<file path="src/hdl/mocst_pkg.sv">
`default_nettype none

package mocst_pkg;

   // default coordinate width
   localparam int unsigned COORD_BITS_DEF = 16;

   // motion fractions are unsigned q1.8
   localparam int unsigned FRAC_BITS = 9;
   localparam int unsigned FRAC_SHIFT = 8;

   localparam logic [FRAC_BITS-1:0] MIN_FRAC_RESET = 9'd64;
   localparam logic [FRAC_BITS-1:0] MAX_FRAC_RESET = 9'd256;

   // csr register indexes
   localparam int unsigned CSR_INDEX_BITS = 1;
   localparam logic [CSR_INDEX_BITS-1:0] CSR_MIN_MOTION = 1'd0;
   localparam logic [CSR_INDEX_BITS-1:0] CSR_MAX_MOTION = 1'd1;

   // reject codes, first failing test wins
   typedef enum logic [2:0] {
      REJ_NONE         = 3'd0,
      REJ_EMPTY        = 3'd1,
      REJ_LEFT         = 3'd2,
      REJ_RIGHT        = 3'd3,
      REJ_FIRST_SHORT  = 3'd4,
      REJ_FIRST_LONG   = 3'd5,
      REJ_SECOND_SHORT = 3'd6,
      REJ_SECOND_LONG  = 3'd7
   } reject_type;

endpackage

`default_nettype wire

</file>
<file path="src/hdl/moving_object_cluster_test_unit.sv">
`default_nettype none

// Moving object test for one cluster of strips. Strips stream in one request
// per cycle; each folds its center into the newer and/or older bounding box.
// The request with req_last_strip set also carries the cluster's leftmost and
// rightmost x, and produces exactly one response: both boxes (swapped so the
// motion runs left to right), a reject code and is_object. Other requests
// produce no response. Both boxes clear after the last strip.
// A request reaches the response through the input register, then the
// result register; throughput is one request per cycle, limited only by the
// single result register when the response side stalls on a last strip.
// Motion bounds are csr fractions in unsigned q1.8 of the cluster width,
// truncated toward zero. csr writes are taken at any time, csr_ready is
// always high, and should happen only while the block is idle.
module moving_object_cluster_test_unit
   import mocst_pkg::*;
#(
   parameter int unsigned COORD_BITS = COORD_BITS_DEF
) (
   input  wire                             clock,
   input  wire                             reset,

   // csr write port
   input  wire                             csr_valid,
   output logic                            csr_ready,
   input  wire  [CSR_INDEX_BITS-1:0]       csr_index,
   input  wire  [FRAC_BITS-1:0]            csr_data,

   // strip requests
   input  wire                             req_valid,
   output logic                            req_ready,
   input  wire  signed [COORD_BITS-1:0]    req_strip_x,
   input  wire  signed [COORD_BITS-1:0]    req_strip_y,
   input  wire                             req_in_newer,
   input  wire                             req_in_older,
   input  wire  signed [COORD_BITS-1:0]    req_cluster_left_x,
   input  wire  signed [COORD_BITS-1:0]    req_cluster_right_x,
   input  wire                             req_last_strip,

   // cluster responses
   output logic                            rsp_valid,
   input  wire                             rsp_ready,
   output logic                            rsp_is_object,
   output logic [2:0]                      rsp_reject_code,
   output logic signed [COORD_BITS-1:0]    rsp_first_min_x,
   output logic signed [COORD_BITS-1:0]    rsp_first_min_y,
   output logic signed [COORD_BITS-1:0]    rsp_first_max_x,
   output logic signed [COORD_BITS-1:0]    rsp_first_max_y,
   output logic signed [COORD_BITS-1:0]    rsp_second_min_x,
   output logic signed [COORD_BITS-1:0]    rsp_second_min_y,
   output logic signed [COORD_BITS-1:0]    rsp_second_max_x,
   output logic signed [COORD_BITS-1:0]    rsp_second_max_y
);

   localparam int unsigned CB = COORD_BITS;
   // width and motion distances need one extra bit
   localparam int unsigned DW = CB + 1;
   // product of a q1.8 fraction (zero-extended) and the width
   localparam int unsigned PW = DW + FRAC_BITS + 1;
   // bound after dropping the fraction bits
   localparam int unsigned LW = PW - FRAC_SHIFT;

   localparam logic signed [CB-1:0] COORD_MAX = {1'b0, {(CB-1){1'b1}}};
   localparam logic signed [CB-1:0] COORD_MIN = {1'b1, {(CB-1){1'b0}}};
   localparam logic signed [PW-1:0] ROUND_ADJ = PW'((1 << FRAC_SHIFT) - 1);

   // csr registers
   logic [FRAC_BITS-1:0] min_frac_ff;
   logic [FRAC_BITS-1:0] max_frac_ff;

   // input register
   logic                 s1_vld_ff;
   logic signed [CB-1:0] s1_x_ff;
   logic signed [CB-1:0] s1_y_ff;
   logic                 s1_newer_ff;
   logic                 s1_older_ff;
   logic signed [CB-1:0] s1_left_ff;
   logic signed [CB-1:0] s1_right_ff;
   logic                 s1_last_ff;

   // bounding boxes
   logic                 nb_vld_ff, ob_vld_ff;
   logic signed [CB-1:0] nb_min_x_ff, nb_min_y_ff, nb_max_x_ff, nb_max_y_ff;
   logic signed [CB-1:0] ob_min_x_ff, ob_min_y_ff, ob_max_x_ff, ob_max_y_ff;

   // boxes with the current strip folded in
   logic                 nb_vld_in, ob_vld_in;
   logic signed [CB-1:0] nb_min_x_in, nb_min_y_in, nb_max_x_in, nb_max_y_in;
   logic signed [CB-1:0] ob_min_x_in, ob_min_y_in, ob_max_x_in, ob_max_y_in;

   // result register
   logic                 rsp_vld_ff;
   reject_type           rsp_code_ff;
   logic signed [CB-1:0] f_min_x_ff, f_min_y_ff, f_max_x_ff, f_max_y_ff;
   logic signed [CB-1:0] s_min_x_ff, s_min_y_ff, s_max_x_ff, s_max_y_ff;

   // decision path
   logic                 s1_adv;
   logic                 both_vld;
   logic                 swap;
   logic signed [CB-1:0] f_min_x, f_min_y, f_max_x, f_max_y;
   logic signed [CB-1:0] s_min_x, s_min_y, s_max_x, s_max_y;
   logic signed [DW-1:0] width;
   logic signed [DW-1:0] motion1, motion2;
   logic signed [PW-1:0] width_ext;
   logic signed [PW-1:0] min_op, max_op;
   logic signed [PW-1:0] min_prod, max_prod;
   logic signed [PW-1:0] min_adj, max_adj;
   logic signed [LW-1:0] lo_bound, hi_bound;
   logic signed [LW-1:0] motion1_ext, motion2_ext;
   reject_type           code;

   // --------------------------------------------------------------
   // handshakes
   // --------------------------------------------------------------

   // a last strip needs the result register free; other strips always move
   assign s1_adv    = s1_vld_ff && (!s1_last_ff || !rsp_vld_ff || rsp_ready);
   assign req_ready = !s1_vld_ff || s1_adv;
   assign csr_ready = 1'b1;

   // --------------------------------------------------------------
   // box update with the strip in the input register
   // --------------------------------------------------------------

   always_comb begin
      nb_vld_in   = nb_vld_ff   || s1_newer_ff;
      nb_min_x_in = (s1_newer_ff && s1_x_ff < nb_min_x_ff) ? s1_x_ff : nb_min_x_ff;
      nb_min_y_in = (s1_newer_ff && s1_y_ff < nb_min_y_ff) ? s1_y_ff : nb_min_y_ff;
      nb_max_x_in = (s1_newer_ff && s1_x_ff > nb_max_x_ff) ? s1_x_ff : nb_max_x_ff;
      nb_max_y_in = (s1_newer_ff && s1_y_ff > nb_max_y_ff) ? s1_y_ff : nb_max_y_ff;

      ob_vld_in   = ob_vld_ff   || s1_older_ff;
      ob_min_x_in = (s1_older_ff && s1_x_ff < ob_min_x_ff) ? s1_x_ff : ob_min_x_ff;
      ob_min_y_in = (s1_older_ff && s1_y_ff < ob_min_y_ff) ? s1_y_ff : ob_min_y_ff;
      ob_max_x_in = (s1_older_ff && s1_x_ff > ob_max_x_ff) ? s1_x_ff : ob_max_x_ff;
      ob_max_y_in = (s1_older_ff && s1_y_ff > ob_max_y_ff) ? s1_y_ff : ob_max_y_ff;
   end

   // --------------------------------------------------------------
   // decision on the last strip
   // --------------------------------------------------------------

   always_comb begin
      both_vld = nb_vld_in && ob_vld_in;
      // newer box must start at the left end, else motion ran right to left
      swap     = both_vld && (nb_min_x_in != s1_left_ff);

      f_min_x = swap ? ob_min_x_in : nb_min_x_in;
      f_min_y = swap ? ob_min_y_in : nb_min_y_in;
      f_max_x = swap ? ob_max_x_in : nb_max_x_in;
      f_max_y = swap ? ob_max_y_in : nb_max_y_in;
      s_min_x = swap ? nb_min_x_in : ob_min_x_in;
      s_min_y = swap ? nb_min_y_in : ob_min_y_in;
      s_max_x = swap ? nb_max_x_in : ob_max_x_in;
      s_max_y = swap ? nb_max_y_in : ob_max_y_in;

      // cluster width, may be negative when the ends are reversed
      width     = {s1_right_ff[CB-1], s1_right_ff} - {s1_left_ff[CB-1], s1_left_ff};
      width_ext = {{(PW-DW){width[DW-1]}}, width};
      min_op    = {{(PW-FRAC_BITS){1'b0}}, min_frac_ff};
      max_op    = {{(PW-FRAC_BITS){1'b0}}, max_frac_ff};
      min_prod  = min_op * width_ext;
      max_prod  = max_op * width_ext;

      // truncate toward zero: bias negative products before the shift
      min_adj  = min_prod[PW-1] ? (min_prod + ROUND_ADJ) : min_prod;
      max_adj  = max_prod[PW-1] ? (max_prod + ROUND_ADJ) : max_prod;
      lo_bound = min_adj[PW-1:FRAC_SHIFT];
      hi_bound = max_adj[PW-1:FRAC_SHIFT];

      motion1     = {s1_right_ff[CB-1], s1_right_ff} - {f_max_x[CB-1], f_max_x};
      motion2     = {s_min_x[CB-1], s_min_x} - {s1_left_ff[CB-1], s1_left_ff};
      motion1_ext = {{(LW-DW){motion1[DW-1]}}, motion1};
      motion2_ext = {{(LW-DW){motion2[DW-1]}}, motion2};

      if (!both_vld) begin
         code = REJ_EMPTY;
      end else if (f_min_x != s1_left_ff) begin
         code = REJ_LEFT;
      end else if (s_max_x != s1_right_ff) begin
         code = REJ_RIGHT;
      end else if (motion1_ext < lo_bound) begin
         code = REJ_FIRST_SHORT;
      end else if (motion1_ext > hi_bound) begin
         code = REJ_FIRST_LONG;
      end else if (motion2_ext < lo_bound) begin
         code = REJ_SECOND_SHORT;
      end else if (motion2_ext > hi_bound) begin
         code = REJ_SECOND_LONG;
      end else begin
         code = REJ_NONE;
      end
   end

   // --------------------------------------------------------------
   // registers
   // --------------------------------------------------------------

   // csr writes
   always_ff @(posedge clock) begin
      if (reset) begin
         min_frac_ff <= MIN_FRAC_RESET;
         max_frac_ff <= MAX_FRAC_RESET;
      end else if (csr_valid && csr_ready) begin
         case (csr_index)
            CSR_MIN_MOTION: min_frac_ff <= csr_data;
            CSR_MAX_MOTION: max_frac_ff <= csr_data;
            default: ;
         endcase
      end
   end

   // input register
   always_ff @(posedge clock) begin
      if (reset) begin
         s1_vld_ff <= 1'b0;
      end else if (req_ready) begin
         s1_vld_ff <= req_valid;
      end
   end

   always_ff @(posedge clock) begin
      if (req_valid && req_ready) begin
         s1_x_ff     <= req_strip_x;
         s1_y_ff     <= req_strip_y;
         s1_newer_ff <= req_in_newer;
         s1_older_ff <= req_in_older;
         s1_left_ff  <= req_cluster_left_x;
         s1_right_ff <= req_cluster_right_x;
         s1_last_ff  <= req_last_strip;
      end
   end

   // boxes: fold in each strip, clear after the last one
   always_ff @(posedge clock) begin
      if (reset || (s1_adv && s1_last_ff)) begin
         nb_vld_ff   <= 1'b0;
         nb_min_x_ff <= COORD_MAX;
         nb_min_y_ff <= COORD_MAX;
         nb_max_x_ff <= COORD_MIN;
         nb_max_y_ff <= COORD_MIN;
         ob_vld_ff   <= 1'b0;
         ob_min_x_ff <= COORD_MAX;
         ob_min_y_ff <= COORD_MAX;
         ob_max_x_ff <= COORD_MIN;
         ob_max_y_ff <= COORD_MIN;
      end else if (s1_adv) begin
         nb_vld_ff   <= nb_vld_in;
         nb_min_x_ff <= nb_min_x_in;
         nb_min_y_ff <= nb_min_y_in;
         nb_max_x_ff <= nb_max_x_in;
         nb_max_y_ff <= nb_max_y_in;
         ob_vld_ff   <= ob_vld_in;
         ob_min_x_ff <= ob_min_x_in;
         ob_min_y_ff <= ob_min_y_in;
         ob_max_x_ff <= ob_max_x_in;
         ob_max_y_ff <= ob_max_y_in;
      end
   end

   // result register
   always_ff @(posedge clock) begin
      if (reset) begin
         rsp_vld_ff <= 1'b0;
      end else if (s1_adv && s1_last_ff) begin
         rsp_vld_ff <= 1'b1;
      end else if (rsp_ready) begin
         rsp_vld_ff <= 1'b0;
      end
   end

   always_ff @(posedge clock) begin
      if (s1_adv && s1_last_ff) begin
         rsp_code_ff <= code;
         f_min_x_ff  <= f_min_x;
         f_min_y_ff  <= f_min_y;
         f_max_x_ff  <= f_max_x;
         f_max_y_ff  <= f_max_y;
         s_min_x_ff  <= s_min_x;
         s_min_y_ff  <= s_min_y;
         s_max_x_ff  <= s_max_x;
         s_max_y_ff  <= s_max_y;
      end
   end

   // outputs
   assign rsp_valid        = rsp_vld_ff;
   assign rsp_is_object    = (rsp_code_ff == REJ_NONE);
   assign rsp_reject_code  = rsp_code_ff;
   assign rsp_first_min_x  = f_min_x_ff;
   assign rsp_first_min_y  = f_min_y_ff;
   assign rsp_first_max_x  = f_max_x_ff;
   assign rsp_first_max_y  = f_max_y_ff;
   assign rsp_second_min_x = s_min_x_ff;
   assign rsp_second_min_y = s_min_y_ff;
   assign rsp_second_max_x = s_max_x_ff;
   assign rsp_second_max_y = s_max_y_ff;

   // --------------------------------------------------------------
   // assertions
   // --------------------------------------------------------------

   // a new response only comes from a last strip leaving the input register
   a_rsp_from_last: assert property (@(posedge clock) disable iff (reset)
      (rsp_vld_ff && !$past(rsp_vld_ff)) |-> $past(s1_adv && s1_last_ff))
      else $error("response without a last strip");

   // boxes are empty right after a cluster is closed
   a_box_clear: assert property (@(posedge clock) disable iff (reset)
      (s1_adv && s1_last_ff) |=> (!nb_vld_ff && !ob_vld_ff))
      else $error("boxes not cleared after last strip");

   // a stalled input register keeps its request
   a_s1_hold: assert property (@(posedge clock) disable iff (reset)
      (s1_vld_ff && !s1_adv) |=> (s1_vld_ff && $stable(s1_x_ff) && $stable(s1_last_ff)))
      else $error("input register lost a stalled request");

   // an accepted object has boxes whose x ranges are not inverted
   a_obj_boxes: assert property (@(posedge clock) disable iff (reset)
      (rsp_vld_ff && rsp_code_ff == REJ_NONE) |->
         (f_min_x_ff <= f_max_x_ff && s_min_x_ff <= s_max_x_ff))
      else $error("object with an inverted box");

endmodule

`default_nettype wire
</file>
<file path="config.mk">
export PLATFORM = sky130hd
export DESIGN_NAME = moving_object_cluster_test_unit
export DESIGN_NICKNAME = d
export VERILOG_FILES = /design/src/hdl/mocst_pkg.sv /design/src/hdl/moving_object_cluster_test_unit.sv
export SDC_FILE = /design/constraint.sdc
export NUM_CORES = 2
export LEC_CHECK = 0
export ABC_AREA = 0
export BUFFER_PORTS_ARGS = -buffer_cell sky130_fd_sc_hd__buf_2
export CAP_MARGIN = 25
export CORE_AREA = 2 2 342 209
export DETAILED_ROUTE_END_ITERATION = 12
export DIE_AREA = 0 0 344 211
export PLACE_DENSITY_LB_ADDON = 0.25
export SLEW_MARGIN = 20
export SYNTH_ARGS = -nofsm -noshare
export SYNTH_HDL_FRONTEND = slang
export SYNTH_SLANG_ARGS = --single-unit
</file>
<file path="constraint.sdc">
create_clock -name clock -period 13.55 [get_ports clock]
set_input_delay 2.71 -clock clock [delete_from_list [all_inputs] [get_ports clock]]
set_output_delay 2.71 -clock clock [all_outputs]
set_load 0.02 [all_outputs]
</file>
==> flow_summary.rst <==
.. list-table::
   :header-rows: 1

   * - Metric
     - Value
   * - Die Height
     - 211 um
   * - Count of cells along the worst register-to-register path
     - 55
   * - Global-route wire length before repair
     - 165 mm
   * - Clock buffer count from CTS
     - 38
   * - Setup slack on the worst flop-to-flop path
     - roughly 0.84 ns
   * - Maximum clock insertion buffer count
     - 3
   * - Floorplan row count
     - between 70 and 80
   * - Number of antenna violations at the first check in global routing
     - 9
   * - Total standard cell area after synthesis
     - about 34000 um^2
   * - Most frequently used flop master after synthesis
     - edfxtp_1
   * - Die area
     - 72600 um^2
   * - Leakage power of the design
     - 18.0 nW
   * - Cell type group with the largest total delay on the critical path
     - compound AO/OA/AOI/OAI gates
   * - F_max
     - 0.0787 GHz
   * - Routability cong.
     - 1.03
   * - Fin. max-slew vios
     - 0
   * - Top cells by area in the synthesized netlist
     - edfxtp_1 (17%), fa_1 (15%), ha_1 (13%), dfxtp_1 (8.7%), inv_1 (5.8%)
   * - Vias in the first global route
     - 26.9k
   * - Standard cell area after detailed placement
     - 36600 um^2
   * - Port Buffers
     - 215
   * - Worst hold path class
     - flop to flop
   * - Dpl ws
     - 0.633 ns
   * - Count of final hold-check violations
     - 0
   * - Power per cell area
     - 172 nW/um^2
   * - Root Driver
     - clkbuf_16
   * - Effective utilization at floorplan
     - 0.497
   * - Max rail drop VDD
     - 0.145 mV
   * - Final cell area excluding filler cells
     - 38000 um^2
   * - Pin count of the biggest net entering global routing
     - 69
   * - Synth area leader
     - edfxtp_1
   * - All-Layer GR Usage
     - 0.301
   * - Final sum of negative setup slack
     - 0 ns
   * - Highest-delay cell along the critical path
     - fa_1
   * - TritonCTS clock tree
     - built
   * - Synthesized net count
     - 4441
   * - Share of cells above drive strength 1
     - 0.107
   * - Number of max-capacitance violations reported
     - 0
   * - Flip-flop and latch count after synthesis
     - 348
   * - H-tree depth
     - 2
   * - Hold Path End
     - min_frac_ff[3]
   * - Starting DRT DRC Count
     - between 3k and 4k
   * - DR DRC count
     - 0
   * - Clock-pin slew on the worst setup and hold paths
     - ~0.07 ns
   * - Area growth, synth to finish
     - 10.5%
   * - Post-Synthesis Cells
     - 3744
   * - Number of synthesized flops with an enable pin
     - a little under 200
   * - Most frequent cell after synthesis
     - inv_1
   * - Post-placement cell count
     - 4804
   * - CP arrival
     - 13.05 ns
   * - Final net count
     - 4619
   * - Most frequent cells after synthesis
     - inv_1 (535), nand2_1 (385), ha_1 (354)
   * - Count of boundary I/O pins
     - roughly 220
   * - Required arrival time at the worst endpoint
     - 13.89 ns
   * - Launching point of the worst reg2reg path
     - s1_left_ff[2]
   * - Standard cell core area
     - 69300 um^2
   * - Per-cell routed wire length
     - 22.3 um
   * - Worst-skew pair later-pin latency
     - just under 0.6 ns
   * - Remaining Overflow, GRT
     - 0
   * - Worst clock skew on the final layout
     - just over 0.03 ns
   * - Vias per std cell
     - 5.90
   * - Setup violations, final
     - 0
   * - Worst setup path class
     - flop to flop
   * - Final setup slack of the worst path
     - 0.841 ns
   * - Launch point of the worst hold path
     - min_frac_ff[3]
   * - Cell mode on critical path
     - o21ai_0
   * - Total routed wirelength
     - 109 mm
   * - Core utilization of the finished layout
     - 0.549
   * - Async SR Flop Fraction
     - 0
   * - Slowest cell delay on critical path
     - 0.54 ns
   * - Hold-fix buffers at CTS
     - 0
   * - Launching element type of the critical path
     - flop
   * - Critical path capture point type
     - flop
   * - Worst flop-to-flop path endpoint
     - rsp_reject_code[2]
   * - Buffer and inverter count on the worst path
     - 7
   * - Number of distinct library cell variants in the gate-level netlist after synthesis
     - 96
   * - Synth top area share
     - 0.173
   * - Average instance area after synthesis
     - 9.19 um^2
   * - Share of the yosys chip area belonging to registers
     - 0.260
   * - Share of the cycle needed by the critical path after routing
     - 0.938
   * - Worst Hold Depth
     - 2
   * - Length of the first detailed-routing pass in iterations
     - 6
   * - DP HPWL
     - 87.1 mm
   * - Run status
     - completed
   * - Die Width
     - about 340 um
   * - Cell Count, Final, Fillers Out
     - 4878
   * - Number of nets still failing antenna checks after routing
     - 0
   * - CTS sink count
     - 348
   * - Headroom to the max-slew limit
     - 0.252
   * - Top fanout value on the critical path
     - 18
   * - Yosys warning total
     - 0
   * - Unrepaired setup endpoints after global routing
     - false
   * - DR vias
     - 28.8k
   * - Fin crit period
     - 12.71 ns
   * - Slew at the pin with the worst max-slew slack
     - 1.12 ns
layer usage:
metal,wire (um),global-route usage
met5,21,0
met4,1350,0.0468
met3,18600,0.138
met2,36300,0.343
met1,52600,0.496
worst register-to-register path: cells and delay by family (launching register included):
family          cells  cell delay, ns
buf+inv             7            0.98
simple gates       11            1.73
compound gates     26            5.05
flops               1            0.46
xor+xnor            3            0.68
fa+ha+maj           8            3.57
metrics by stage:
| step | hold slack, ns | power (W) |
|---|---|---|
| 5_1_grt | 0.492 | 0.00698 |
| 3_3_place_gp | 0.448 | 0.00520 |
| 2_1_floorplan | 0.437 | 0.00417 |
| 4_1_cts | 0.467 | 0.00638 |
| 6_report | 0.467 | 0.00655 |
| 3_5_place_dp | 0.459 | 0.00524 |
power by group:
group / internal, W / switching [W] / leakage (nW)
clock network: 0.000630 / 0.000488 / 0.618
logic: 0.00157 / 0.00261 / 14.4
registers: 0.00118 / 0.0000652 / 3.04
total: 0.00338 / 0.00317 / 18.0
cells by family after synthesis:
| kind of cell | synth area share |
|---|---|
| flip-flops | 0.260 |
| AND/OR/NAND/NOR | 0.146 |
| XOR/XNOR | 0.0509 |
| AO/OA/AOI/OAI | 0.143 |
| multiplexers | 0.0437 |
| buffers and inverters | 0.0756 |
| adder cells (fa/ha/maj) | 0.281 |
| other | 0.000109 |
what timing repair did:
action / 4_1_cts / 5_1_grt
setup buffers: 0 / 2
setup endpoints to repair: 0 / 3
gates resized for setup: 0 / 4
cells in the final DEF, fill, tap and decap left out, drive strengths merged, types with 141 or more instances in the layout:
cell type	instances
nor2	182
edfxtp	198
a21oi	186
fa	261
and2	141
ha	354
buf	285
nand2	385
inv	542
dfxtp	150
layout make-up:
| cell class | count | area [um^2] |
|---|---|---|
| clock inverters | 27 | 328 |
| inverters | 535 | 2010 |
| repair buffers | 285 | 1620 |
| well taps | 924 | 1160 |
| fillers | 6223 | 31300 |
| diodes | 2 | 5.00 |
| clock buffers | 43 | 980 |
| flip-flops and latches | 348 | 8950 |
| multi-input cells | 2714 | 22900 |
worst max path at each step:
stage,from,endpoint,slack [ns],depth (start not counted)
floorplan,s1_left_ff[1],rsp_reject_code[2],1.80,55
global placement,s1_left_ff[1],rsp_reject_code[2],1.04,55
detailed placement,s1_left_ff[1],rsp_reject_code[2],0.63,55
CTS,s1_left_ff[1],rsp_reject_code[2],0.61,55
global route,s1_left_ff[2],rsp_reject_code[2],0.06,55
finish,s1_left_ff[2],rsp_reject_code[2],0.84,55
(Power assumes the default switching activity.)
